### config.mk
export PLATFORM = sky130hd
export DESIGN_NAME = hdlc_frame_tx_fcs_bitstuff_flat
export DESIGN_NICKNAME = d
export VERILOG_FILES = /design/src/hw/rtl/hfts_pkg.sv /design/src/hw/rtl/hfts_in_if.sv /design/src/hw/rtl/hfts_out_if.sv /design/src/hw/rtl/hfts_front.sv /design/src/hw/rtl/hfts_queue.sv /design/src/hw/rtl/hfts_back.sv /design/src/hw/rtl/hdlc_frame_tx_fcs_bitstuff.sv /design/src/flat_wrapper.sv
export SDC_FILE = /design/constraint.sdc
export NUM_CORES = 1
export LEC_CHECK = 0
export BUFFER_PORTS_ARGS = -buffer_cell sky130_fd_sc_hd__clkbuf_2
export CAP_MARGIN = 10
export CORE_ASPECT_RATIO = 0.75
export CORE_MARGIN = 4
export CORE_UTILIZATION = 40
export CTS_CLUSTER_SIZE = 12
export DETAILED_ROUTE_END_ITERATION = 10
export HOLD_SLACK_MARGIN = 0.08
export MAX_ROUTING_LAYER = met4
export PLACE_DENSITY = 0.65
export SLEW_MARGIN = 10
export SYNTH_ARGS = -nofsm -noshare
export SYNTH_HDL_FRONTEND = slang
export SYNTH_SLANG_ARGS = --single-unit
### constraint.sdc
create_clock -name clk -period 3.9 [get_ports clk]
set_input_delay 0.195 -clock clk [delete_from_list [all_inputs] [get_ports clk]]
set_output_delay 0.195 -clock clk [all_outputs]
set_load 0.05 [all_outputs]
### src/hw/rtl/hfts_pkg.sv
// ----------------------------------------------------------------------------
// hfts_pkg
// Shared types and constants of the HDLC transmit framer.
// ----------------------------------------------------------------------------
`default_nettype none

package hfts_pkg;

  localparam int STUFF_RUN   = 5;
  localparam int MAX_RESULTS = 45;
  localparam int RES_CNT_W   = $clog2(MAX_RESULTS + 1);

  localparam int QUEUE_DEPTH = 2;
  localparam int Q_PTR_W     = (QUEUE_DEPTH > 1) ? $clog2(QUEUE_DEPTH) : 1;
  localparam int Q_CNT_W     = $clog2(QUEUE_DEPTH + 1);

  localparam logic [15:0] CRC_POLY   = 16'h8408;
  localparam logic [15:0] CRC_PRESET = 16'hFFFF;
  localparam logic [7:0]  FLAG_RESET = 8'h7E;

  localparam int CFG_IDX_W  = 1;
  localparam int CFG_DATA_W = 8;
  localparam logic [CFG_IDX_W-1:0] CFG_MSB_FIRST    = 1'b0;
  localparam logic [CFG_IDX_W-1:0] CFG_FLAG_PATTERN = 1'b1;

  typedef enum logic [1:0] {
    KIND_DATA  = 2'd0,
    KIND_STUFF = 2'd1,
    KIND_FCS   = 2'd2,
    KIND_FLAG  = 2'd3
  } kind_t;

  typedef enum logic [5:0] {
    PH_IDLE       = 6'b000001,
    PH_FLAG_OPEN  = 6'b000010,
    PH_DATA       = 6'b000100,
    PH_FCS_LO     = 6'b001000,
    PH_FCS_HI     = 6'b010000,
    PH_FLAG_CLOSE = 6'b100000
  } phase_t;

  typedef struct packed {
    logic [7:0]  data_byte;
    logic        frame_start;
    logic        frame_end;
    logic [15:0] fcs;
  } job_t;

endpackage

`default_nettype wire

### src/hw/rtl/hfts_in_if.sv
// ----------------------------------------------------------------------------
// hfts_in_if
// Input channel: one raw frame byte per item with its frame markers.
// ----------------------------------------------------------------------------
`default_nettype none

interface hfts_in_if;
  logic       valid;
  logic       ready;
  logic [7:0] data_byte;
  logic       frame_start;
  logic       frame_end;

  modport source (output valid, data_byte, frame_start, frame_end, input ready);
  modport sink   (input valid, data_byte, frame_start, frame_end, output ready);
endinterface

`default_nettype wire

### src/hw/rtl/hfts_out_if.sv
// ----------------------------------------------------------------------------
// hfts_out_if
// Result channel: one line bit per item with its kind and last marker.
// ----------------------------------------------------------------------------
`default_nettype none

interface hfts_out_if;
  logic       valid;
  logic       ready;
  logic       line_bit;
  logic [1:0] bit_kind;
  logic       run_last;

  modport source (output valid, line_bit, bit_kind, run_last, input ready);
  modport sink   (input valid, line_bit, bit_kind, run_last, output ready);
endinterface

`default_nettype wire

### src/hw/rtl/hfts_front.sv
// ----------------------------------------------------------------------------
// hfts_front
// Accepts frame bytes, drops bytes outside a frame, runs the FCS-16 and
// builds one job per byte for the serializer.
// ----------------------------------------------------------------------------
`default_nettype none

module hfts_front (
  input  wire logic          clk,
  input  wire logic          rst_n,
  hfts_in_if.sink            in_ch,
  input  wire logic          queue_full,
  output logic               push,
  output hfts_pkg::job_t     push_job
);
  import hfts_pkg::*;

  function automatic logic [15:0] crc_byte(input logic [15:0] c, input logic [7:0] b);
    logic [15:0] r;
    r = c ^ {8'h00, b};
    for (int j = 0; j < 8; j++) begin
      r = r[0] ? ((r >> 1) ^ CRC_POLY) : (r >> 1);
    end
    return r;
  endfunction

  logic [15:0] crc_r, crc_nxt, crc_new;
  logic        in_frame_r, in_frame_nxt;
  logic        accept, drop;

  assign in_ch.ready = !queue_full;
  assign accept      = in_ch.valid && in_ch.ready;
  assign drop        = !in_ch.frame_start && !in_frame_r;
  assign crc_new     = crc_byte(in_ch.frame_start ? CRC_PRESET : crc_r, in_ch.data_byte);
  assign push        = accept && !drop;

  always_comb begin
    push_job.data_byte   = in_ch.data_byte;
    push_job.frame_start = in_ch.frame_start;
    push_job.frame_end   = in_ch.frame_end;
    push_job.fcs         = ~crc_new;
  end

  always_comb begin
    crc_nxt      = crc_r;
    in_frame_nxt = in_frame_r;
    if (push) begin
      if (in_ch.frame_end) begin
        crc_nxt      = CRC_PRESET;
        in_frame_nxt = 1'b0;
      end else begin
        crc_nxt      = crc_new;
        in_frame_nxt = 1'b1;
      end
    end
  end

  always_ff @(posedge clk) begin
    if (!rst_n) begin
      crc_r      <= CRC_PRESET;
      in_frame_r <= 1'b0;
    end else begin
      crc_r      <= crc_nxt;
      in_frame_r <= in_frame_nxt;
    end
  end

endmodule

`default_nettype wire

### src/hw/rtl/hfts_queue.sv
// ----------------------------------------------------------------------------
// hfts_queue
// Short job queue between front and serializer.
// ----------------------------------------------------------------------------
`default_nettype none

module hfts_queue (
  input  wire logic          clk,
  input  wire logic          rst_n,
  input  wire logic          push,
  input  hfts_pkg::job_t     push_job,
  output logic               full,
  input  wire logic          pop,
  output logic               head_valid,
  output hfts_pkg::job_t     head_job
);
  import hfts_pkg::*;

  job_t               mem_r [QUEUE_DEPTH];
  logic [Q_PTR_W-1:0] wr_ptr_r, wr_ptr_nxt, rd_ptr_r, rd_ptr_nxt;
  logic [Q_CNT_W-1:0] cnt_r, cnt_nxt;

  assign full       = (cnt_r == Q_CNT_W'(QUEUE_DEPTH));
  assign head_valid = (cnt_r != '0);
  assign head_job   = mem_r[rd_ptr_r];

  always_comb begin
    wr_ptr_nxt = wr_ptr_r;
    rd_ptr_nxt = rd_ptr_r;
    cnt_nxt    = cnt_r;
    if (push) begin
      wr_ptr_nxt = (wr_ptr_r == Q_PTR_W'(QUEUE_DEPTH - 1)) ? '0 : wr_ptr_r + 1'b1;
    end
    if (pop) begin
      rd_ptr_nxt = (rd_ptr_r == Q_PTR_W'(QUEUE_DEPTH - 1)) ? '0 : rd_ptr_r + 1'b1;
    end
    if (push && !pop) begin
      cnt_nxt = cnt_r + 1'b1;
    end else if (pop && !push) begin
      cnt_nxt = cnt_r - 1'b1;
    end
  end

  always_ff @(posedge clk) begin
    if (!rst_n) begin
      wr_ptr_r <= '0;
      rd_ptr_r <= '0;
      cnt_r    <= '0;
    end else begin
      wr_ptr_r <= wr_ptr_nxt;
      rd_ptr_r <= rd_ptr_nxt;
      cnt_r    <= cnt_nxt;
    end
  end

  always_ff @(posedge clk) begin
    if (push) begin
      mem_r[wr_ptr_r] <= push_job;
    end
  end

endmodule

`default_nettype wire

### src/hw/rtl/hfts_back.sv
// ----------------------------------------------------------------------------
// hfts_back
// Serializer: sends flags, data and FCS one line bit per cycle, while a job is queued
// and the output is not stalled, with zero stuffing, into a registered result stage.
// ----------------------------------------------------------------------------
`default_nettype none

module hfts_back (
  input  wire logic          clk,
  input  wire logic          rst_n,
  input  wire logic          head_valid,
  input  hfts_pkg::job_t     head_job,
  output logic               pop,
  input  wire logic          msb_first,
  input  wire logic [7:0]    flag_pattern,
  hfts_out_if.source         out_ch
);
  import hfts_pkg::*;

  phase_t               phase_r, phase_nxt, eff_phase, next_phase;
  logic [2:0]           idx_r, idx_nxt;
  logic                 stuff_pend_r, stuff_pend_nxt;
  logic [2:0]           ones_r, ones_nxt, ones_inc;
  logic [RES_CNT_W-1:0] res_cnt_r, res_cnt_nxt;

  logic                 out_valid_r, out_valid_nxt;
  logic                 line_bit_r, line_bit_nxt;
  kind_t                bit_kind_r, bit_kind_nxt;
  logic                 run_last_r, run_last_nxt;

  logic       emit, cur_bit, is_flag, need_stuff, byte_done, natural_done, cap_hit, item_done;
  logic [7:0] cur_byte;
  kind_t      cur_kind;

  assign out_ch.valid    = out_valid_r;
  assign out_ch.line_bit = line_bit_r;
  assign out_ch.bit_kind = bit_kind_r;
  assign out_ch.run_last = run_last_r;

  assign emit = head_valid && (!out_valid_r || out_ch.ready);

  always_comb begin
    if (phase_r == PH_IDLE) begin
      eff_phase = head_job.frame_start ? PH_FLAG_OPEN : PH_DATA;
    end else begin
      eff_phase = phase_r;
    end
  end

  always_comb begin
    cur_byte   = head_job.data_byte;
    cur_kind   = KIND_DATA;
    is_flag    = 1'b0;
    next_phase = PH_IDLE;
    unique case (eff_phase)
      PH_FLAG_OPEN: begin
        cur_byte   = flag_pattern;
        cur_kind   = KIND_FLAG;
        is_flag    = 1'b1;
        next_phase = PH_DATA;
      end
      PH_DATA: begin
        next_phase = head_job.frame_end ? PH_FCS_LO : PH_IDLE;
      end
      PH_FCS_LO: begin
        cur_byte   = head_job.fcs[7:0];
        cur_kind   = KIND_FCS;
        next_phase = PH_FCS_HI;
      end
      PH_FCS_HI: begin
        cur_byte   = head_job.fcs[15:8];
        cur_kind   = KIND_FCS;
        next_phase = PH_FLAG_CLOSE;
      end
      PH_FLAG_CLOSE: begin
        cur_byte   = flag_pattern;
        cur_kind   = KIND_FLAG;
        is_flag    = 1'b1;
        next_phase = PH_IDLE;
      end
      default: begin
        next_phase = PH_IDLE;
      end
    endcase
  end

  assign cur_bit    = msb_first ? cur_byte[3'd7 - idx_r] : cur_byte[idx_r];
  assign ones_inc   = ones_r + 3'd1;
  assign need_stuff = !stuff_pend_r && !is_flag && cur_bit && (ones_inc >= 3'(STUFF_RUN));

  always_comb begin
    if (stuff_pend_r) begin
      byte_done = (idx_r == 3'd0);
    end else begin
      byte_done = (idx_r == 3'd7) && !need_stuff;
    end
  end

  assign natural_done = byte_done && (next_phase == PH_IDLE);
  assign cap_hit      = (res_cnt_r == RES_CNT_W'(MAX_RESULTS - 1));
  assign item_done    = natural_done || cap_hit;
  assign pop          = emit && item_done;

  always_comb begin
    phase_nxt      = phase_r;
    idx_nxt        = idx_r;
    stuff_pend_nxt = stuff_pend_r;
    ones_nxt       = ones_r;
    res_cnt_nxt    = res_cnt_r;
    out_valid_nxt  = out_valid_r && !out_ch.ready;
    line_bit_nxt   = line_bit_r;
    bit_kind_nxt   = bit_kind_r;
    run_last_nxt   = run_last_r;
    if (emit) begin
      out_valid_nxt = 1'b1;
      run_last_nxt  = item_done;
      if (stuff_pend_r) begin
        line_bit_nxt   = 1'b0;
        bit_kind_nxt   = KIND_STUFF;
        stuff_pend_nxt = 1'b0;
        ones_nxt       = '0;
      end else begin
        line_bit_nxt   = cur_bit;
        bit_kind_nxt   = cur_kind;
        idx_nxt        = idx_r + 3'd1;
        stuff_pend_nxt = need_stuff;
        if (is_flag || !cur_bit || need_stuff) begin
          ones_nxt = '0;
        end else begin
          ones_nxt = ones_inc;
        end
      end
      if (item_done) begin
        phase_nxt      = PH_IDLE;
        idx_nxt        = '0;
        stuff_pend_nxt = 1'b0;
        res_cnt_nxt    = '0;
        if (!natural_done) begin
          ones_nxt = '0;
        end
      end else begin
        phase_nxt   = byte_done ? next_phase : eff_phase;
        res_cnt_nxt = res_cnt_r + 1'b1;
      end
    end
  end

  always_ff @(posedge clk) begin
    if (!rst_n) begin
      phase_r      <= PH_IDLE;
      idx_r        <= '0;
      stuff_pend_r <= 1'b0;
      ones_r       <= '0;
      res_cnt_r    <= '0;
      out_valid_r  <= 1'b0;
    end else begin
      phase_r      <= phase_nxt;
      idx_r        <= idx_nxt;
      stuff_pend_r <= stuff_pend_nxt;
      ones_r       <= ones_nxt;
      res_cnt_r    <= res_cnt_nxt;
      out_valid_r  <= out_valid_nxt;
    end
  end

  always_ff @(posedge clk) begin
    line_bit_r <= line_bit_nxt;
    bit_kind_r <= bit_kind_nxt;
    run_last_r <= run_last_nxt;
  end

endmodule

`default_nettype wire

### src/hw/rtl/hdlc_frame_tx_fcs_bitstuff.sv
// The first line bit of an item becomes valid after the job queue and the registered
// result stage. The serializer sends one line bit per cycle unless the output stalls
// or the queue is empty; a start byte adds the opening flag, an end byte the FCS and flag.
// A two-entry job queue lets the input take new bytes while the serializer works.
// Reset (synchronous, active low): queue and output empty, CRC preset, no frame open,
// MSB first and flag pattern 0x7E.
// ----------------------------------------------------------------------------
// hdlc_frame_tx_fcs_bitstuff
// HDLC transmit framer: flags, FCS-16 and zero-bit stuffing onto a bit stream.
// ----------------------------------------------------------------------------
`default_nettype none

module hdlc_frame_tx_fcs_bitstuff (
  input  wire logic                            clk,
  input  wire logic                            rst_n,
  hfts_in_if.sink                              in_ch,
  hfts_out_if.source                           out_ch,
  input  wire logic                            cfg_we,
  input  wire logic [hfts_pkg::CFG_IDX_W-1:0]  cfg_index,
  input  wire logic [hfts_pkg::CFG_DATA_W-1:0] cfg_wdata
);
  import hfts_pkg::*;

  logic       msb_first_r, msb_first_nxt;
  logic [7:0] flag_pattern_r, flag_pattern_nxt;

  logic push, queue_full, pop, head_valid;
  job_t push_job, head_job;

  always_comb begin
    msb_first_nxt    = msb_first_r;
    flag_pattern_nxt = flag_pattern_r;
    if (cfg_we) begin
      unique case (cfg_index)
        CFG_MSB_FIRST:    msb_first_nxt    = cfg_wdata[0];
        CFG_FLAG_PATTERN: flag_pattern_nxt = cfg_wdata[7:0];
        default: begin
          msb_first_nxt = msb_first_r;
        end
      endcase
    end
  end

  always_ff @(posedge clk) begin
    if (!rst_n) begin
      msb_first_r    <= 1'b1;
      flag_pattern_r <= FLAG_RESET;
    end else begin
      msb_first_r    <= msb_first_nxt;
      flag_pattern_r <= flag_pattern_nxt;
    end
  end

  hfts_front u_front (
    .clk        (clk),
    .rst_n      (rst_n),
    .in_ch      (in_ch),
    .queue_full (queue_full),
    .push       (push),
    .push_job   (push_job)
  );

  hfts_queue u_queue (
    .clk        (clk),
    .rst_n      (rst_n),
    .push       (push),
    .push_job   (push_job),
    .full       (queue_full),
    .pop        (pop),
    .head_valid (head_valid),
    .head_job   (head_job)
  );

  hfts_back u_back (
    .clk          (clk),
    .rst_n        (rst_n),
    .head_valid   (head_valid),
    .head_job     (head_job),
    .pop          (pop),
    .msb_first    (msb_first_r),
    .flag_pattern (flag_pattern_r),
    .out_ch       (out_ch)
  );

endmodule

`default_nettype wire
### src/flat_wrapper.sv
// flat-port wrapper written by rule: the top's interface ports become plain ports
module hdlc_frame_tx_fcs_bitstuff_flat import hfts_pkg::*;
  (clk, rst_n, cfg_we, cfg_index, cfg_wdata, in_ch_valid, in_ch_data_byte, in_ch_frame_start, in_ch_frame_end, in_ch_ready, out_ch_valid, out_ch_line_bit, out_ch_bit_kind, out_ch_run_last, out_ch_ready);
  hfts_in_if in_ch_i ();
  hfts_out_if out_ch_i ();
  input  wire logic clk;
  input  wire logic rst_n;
  input  wire logic cfg_we;
  input  wire logic [hfts_pkg::CFG_IDX_W-1:0] cfg_index;
  input  wire logic [hfts_pkg::CFG_DATA_W-1:0] cfg_wdata;
  input wire logic [$bits(in_ch_i.valid)-1:0] in_ch_valid;
  input wire logic [$bits(in_ch_i.data_byte)-1:0] in_ch_data_byte;
  input wire logic [$bits(in_ch_i.frame_start)-1:0] in_ch_frame_start;
  input wire logic [$bits(in_ch_i.frame_end)-1:0] in_ch_frame_end;
  output wire logic [$bits(in_ch_i.ready)-1:0] in_ch_ready;
  output wire logic [$bits(out_ch_i.valid)-1:0] out_ch_valid;
  output wire logic [$bits(out_ch_i.line_bit)-1:0] out_ch_line_bit;
  output wire logic [$bits(out_ch_i.bit_kind)-1:0] out_ch_bit_kind;
  output wire logic [$bits(out_ch_i.run_last)-1:0] out_ch_run_last;
  input wire logic [$bits(out_ch_i.ready)-1:0] out_ch_ready;
  assign in_ch_i.valid = in_ch_valid;
  assign in_ch_i.data_byte = in_ch_data_byte;
  assign in_ch_i.frame_start = in_ch_frame_start;
  assign in_ch_i.frame_end = in_ch_frame_end;
  assign in_ch_ready = in_ch_i.ready;
  assign out_ch_valid = out_ch_i.valid;
  assign out_ch_line_bit = out_ch_i.line_bit;
  assign out_ch_bit_kind = out_ch_i.bit_kind;
  assign out_ch_run_last = out_ch_i.run_last;
  assign out_ch_i.ready = out_ch_ready;
  hdlc_frame_tx_fcs_bitstuff u_core (.clk(clk), .rst_n(rst_n), .in_ch(in_ch_i), .out_ch(out_ch_i), .cfg_we(cfg_we), .cfg_index(cfg_index), .cfg_wdata(cfg_wdata));
endmodule
==> results.txt <==
- The initial antenna violation count is 0.
- Of the available clock period, the critical path in the final layout requires 0.940.
- For this run, the slowest stage of the critical path takes 0.55 ns.
- Seq/Total Area, Yosys: 0.512
* Switching part of the total power: 0.287
* Power density of the placed cells: 453 nW/um^2
* Count of warnings emitted by yosys: 0
- Cell with the most instances after synthesis: sky130_fd_sc_hd__edfxtp_1
- Portion of synthesized cell area occupied by the leading cell type: 0.318
* Post-Route WL: 12400 um
* Iteration count of the initial detailed-routing pass: 5
- Family with the most delay on the worst path: simple AND/OR/NAND/NOR gates
* Placement row count: 36
- After synthesis, the netlist uses 62 different library cells.
* Startpoint-to-endpoint class of the critical path: reg -> reg
- TritonCTS Buffers: 9
- For this run, the number of standard cells in the final layout without fillers is 721.
- Summing all non-filler instances in the final layout gives an area of 6070 um^2.
- Int Pwr: 1960 uW
* CP bufs+invs: 1
* WL/cell: 17.2 um
* Final setup violating endpoints: 0
- On the final layout, the worst hold slack is 0.137 ns.
- Max-cap violations: 0
- Layout Skew: 0.00753 ns
- Endpoint arrival time on the critical path: 3.93 ns
- Setup WS pre-CTS: 0.0673 ns
- The repair_antennas step left the layout with diodes totalling 0.
- The final route contains 3935 vias.
- In the final timing run, aggregate negative setup slack is 0 ns.
- The share of total power dissipated in sequential elements is 0.480.
- sky130_fd_sc_hd__edfxtp_1 takes more of the synthesized area than any other cell.
- The initial utilization of the core area, before any placement, comes to 0.407.
- Root Buffer: sky130_fd_sc_hd__clkbuf_16
- Critical register-to-register path endpoint: u_core.u_queue.cnt_r[1]$_SDFFE_PN0P_
- Power share of the combinational group: 0.173
- Layout-stage area growth over the synthesis result: 15.0%
- Avg Vias per Cell: 5.46
- The first global-routing pass estimated 20300 um of wire.
* CTS sink cnt: 107
* Total DRC errors in the routed layout: 0
* Die span in y: 108 um
* Share of synthesized registers carrying an async set or reset: 0
- Global Route Usage Sum: 0.175
- At the pin with the least slew margin, the transition time is 1.10 ns.
- Mapped Nets: 544
- Via count of the first global-routing pass: 3823
* Area post-placement: 5580 um^2
* Max Slew Vio Count: 0
- Critical Path Stages: 12
* Leading post-synthesis cells by instance count: sky130_fd_sc_hd__edfxtp_1, sky130_fd_sc_hd__nand2_1, sky130_fd_sc_hd__dfxtp_1
- Initial drt markers: 301
- The worst path needs 3.67 ns of the cycle, external delays included.
- Across the VDD grid, the largest voltage drop is 0.288 mV.
* Number of fill cells: 1237
- Leak: 0.00219 uW
* Commonest register cell after synthesis: sky130_fd_sc_hd__edfxtp_1
* Number of instances in the synthesized netlist: 512
- Among all stages on the critical path, the largest delay is contributed by sky130_fd_sc_hd__or4_4.
* Outcome: completed
* Clock Power Share: 0.347
* Number of cells on the worst hold path: 1
- Count of nets left with antenna violations after detail routing: 0
- Beginning of the worst hold path: in_ch_data_byte[1]
- The clock tree synthesis step divided the H-tree into 3 levels.
- Worst relative slew slack: 0.256
* R2R setup slack: 0.23 ns
- Critical Path Start Type: register
- Dividing the synthesized area by the synthesized cell count gives 10.3 um^2.
* Number of port buffers: 29
- Summed over all nets, the half-perimeter wirelength after detailed placement is 8970 um.
- Unrepaired setup endpoints after global routing: false
- Fraction of layout instances using a drive strength above 1: 0.151
- For this run the aggregate overflow at the end of global routing stands at 0.
- The die is 141 um wide.
- In this run the worst path has a maximum fanout of 10.
* Instance count after placement with tap cells included: 691
- Highest Clock Rate: 273 MHz
- The synthesized design contains 56 enable-type register cells.
- Clock tree from TritonCTS: done
- The path with the worst hold slack has its endpoint at u_core.u_queue.mem_r[1][19]$_DFFE_PP_.
- Total count of hold-check failures in the final report: 0
- Gpl congestion: 0.838
* Startpoint of the lowest-slack register-to-register path: u_core.u_back.phase_r[3]$_SDFFE_PN0P_
* Multi-input gate area: 2370 um^2
- Once routing completed, OpenROAD measured the worst setup slack at 0.233 ns.
- Entering global routing, the biggest net connects 37 pins.
* Endpoint class of the critical path: register
* Number of nets at the end of the flow: 577
- Type of the most critical hold path: in -> reg
- Post-Synthesis Cell Area: 5280 um^2
- Clock-pin slew reported for the worst setup and hold paths after clock tree synthesis: 0.08 ns
- CP cell instances: or4_4, or3b_4, o22a_1, a31oi_1, nor4_2, o221a_2, o31ai_4, a21oi_2, inv_1, ha_1, or3_1, a21oi_1
- The die covers 15100 um^2.
- Depth of the worst register-to-register path: 12
- Pin placement for this block handled 30 I/O pins.
* Largest buffer count on any clock path: 2
- Biggest area contributors in the synthesized netlist: sky130_fd_sc_hd__edfxtp_1, sky130_fd_sc_hd__dfxtp_1, sky130_fd_sc_hd__xnor2_1, sky130_fd_sc_hd__mux2i_1, sky130_fd_sc_hd__nand2_1
- Area occupied by registers: 2710 um^2
* Area of the placeable core: 13000 um^2
* P_sw: 791 uW
- Count of state elements after synthesis: 107
- At the worst endpoint, the required time is 4.17 ns.
- Clock Latency Late Sink: 0.35 ns
==> sequential cells by signal, indices dropped and copies added (netlist names), 2 cells and up, named ones only <==
signal / count
u_core.u_back.phase_r: 6
u_core.u_front.crc_r: 16
u_core.u_queue.mem_r: 52
u_core.u_back.out_ch.bit_kind: 2
u_core.u_back.idx_r: 3
u_core.flag_pattern_r: 8
u_core.u_back.ones_r: 3
u_core.u_back.res_cnt_r: 6
u_core.u_queue.cnt_r: 2
==> metal layers <==
| layer | GRT usage | vias up | share of wire |
|---|---|---|---|
| met4 | 0.0422 | 0 | 0.0091 |
| met5 | - | - | 0 |
| li1 | - | 1931 | - |
| met1 | 0.254 | 1917 | 0.52 |
| met2 | 0.255 | 78 | 0.44 |
| met3 | 0.0315 | 9 | 0.035 |
==> through the flow <==
| step | util | power, uW |
|---|---|---|
| 2_1_floorplan | - | 1670 |
| 3_3_place_gp | 0.430 | 1790 |
| 3_5_place_dp | 0.430 | 1800 |
| 4_1_cts | 0.465 | 2770 |
| 5_1_grt | 0.468 | 2870 |
| 6_report | 0.468 | 2750 |
==> how the worst max path moves through the flow <==
stage,startpoint,endpoint,slack [ns]
CTS,u_core.u_back.phase_r[4]$_SDFFE_PN0P_,u_core.u_queue.cnt_r[1]$_SDFFE_PN0P_,0.03
detailed placement,u_core.u_back.phase_r[4]$_SDFFE_PN0P_,u_core.u_queue.cnt_r[1]$_SDFFE_PN0P_,0.07
global route,u_core.u_back.phase_r[0]$_SDFFE_PN1P_,u_core.u_queue.cnt_r[1]$_SDFFE_PN0P_,0.02
finish,u_core.u_back.phase_r[3]$_SDFFE_PN0P_,u_core.u_queue.cnt_r[1]$_SDFFE_PN0P_,0.23
floorplan,u_core.u_back.phase_r[5]$_SDFFE_PN0P_,u_core.u_queue.cnt_r[1]$_SDFFE_PN0P_,0.37
global placement,u_core.u_back.phase_r[4]$_SDFFE_PN0P_,u_core.u_queue.cnt_r[1]$_SDFFE_PN0P_,0.13
==> power groups by stage <==
stage,combinational (uW),sequential (uW),clock (uW)
global placement,446,1340,0
floorplan,315,1360,0
detailed placement,454,1350,0
CTS,467,1320,980
finish,476,1320,956
global route,528,1330,1020
==> layout by cell type, fill, tap and decap left out, types with 10 or more instances in the layout <==
| cell | n |
|---|---|
| sky130_fd_sc_hd__edfxtp_1 | 56 |
| sky130_fd_sc_hd__nand2_1 | 53 |
| sky130_fd_sc_hd__dlygate4sd3_1 | 14 |
| sky130_fd_sc_hd__mux2i_1 | 19 |
| sky130_fd_sc_hd__inv_1 | 26 |
| sky130_fd_sc_hd__nand4_1 | 12 |
| sky130_fd_sc_hd__nand2b_1 | 14 |
| sky130_fd_sc_hd__nand3_1 | 20 |
| sky130_fd_sc_hd__dfxtp_1 | 49 |
| sky130_fd_sc_hd__nor3_1 | 11 |
| sky130_fd_sc_hd__xnor2_1 | 29 |
| sky130_fd_sc_hd__clkbuf_2 | 29 |
| sky130_fd_sc_hd__o21ai_0 | 21 |
| sky130_fd_sc_hd__a31oi_1 | 10 |
| sky130_fd_sc_hd__nor2_1 | 34 |
| sky130_fd_sc_hd__a21oi_1 | 14 |
==> area by class of cell <==
cell class | instances | area share
Clock inverter | 7 | 0.0152
Clock buffer | 9 | 0.0371
Tap cell | 171 | 0.0352
Inverter | 26 | 0.0161
Timing Repair Buffer | 52 | 0.0602
Multi-Input combinational cell | 349 | 0.391
Sequential cell | 107 | 0.445
==> cell families after synthesis <==
logic type      count (synthesis)  synth area share
mux                            27            0.0528
simple gates                  179             0.174
compound gates                 99             0.137
buf+inv                        56            0.0457
fa+ha+maj                       8            0.0190
xor+xnor                       36            0.0597
flops                         107             0.512
==> timing repair <==
item,4_1_cts,5_1_grt
hold buffers,14,0
resized for setup,0,9
hold endpoints to repair,21,0
setup buffers,0,0
endpoints found under the setup margin,0,1
Note: power is estimated with default switching activity, not from simulation.
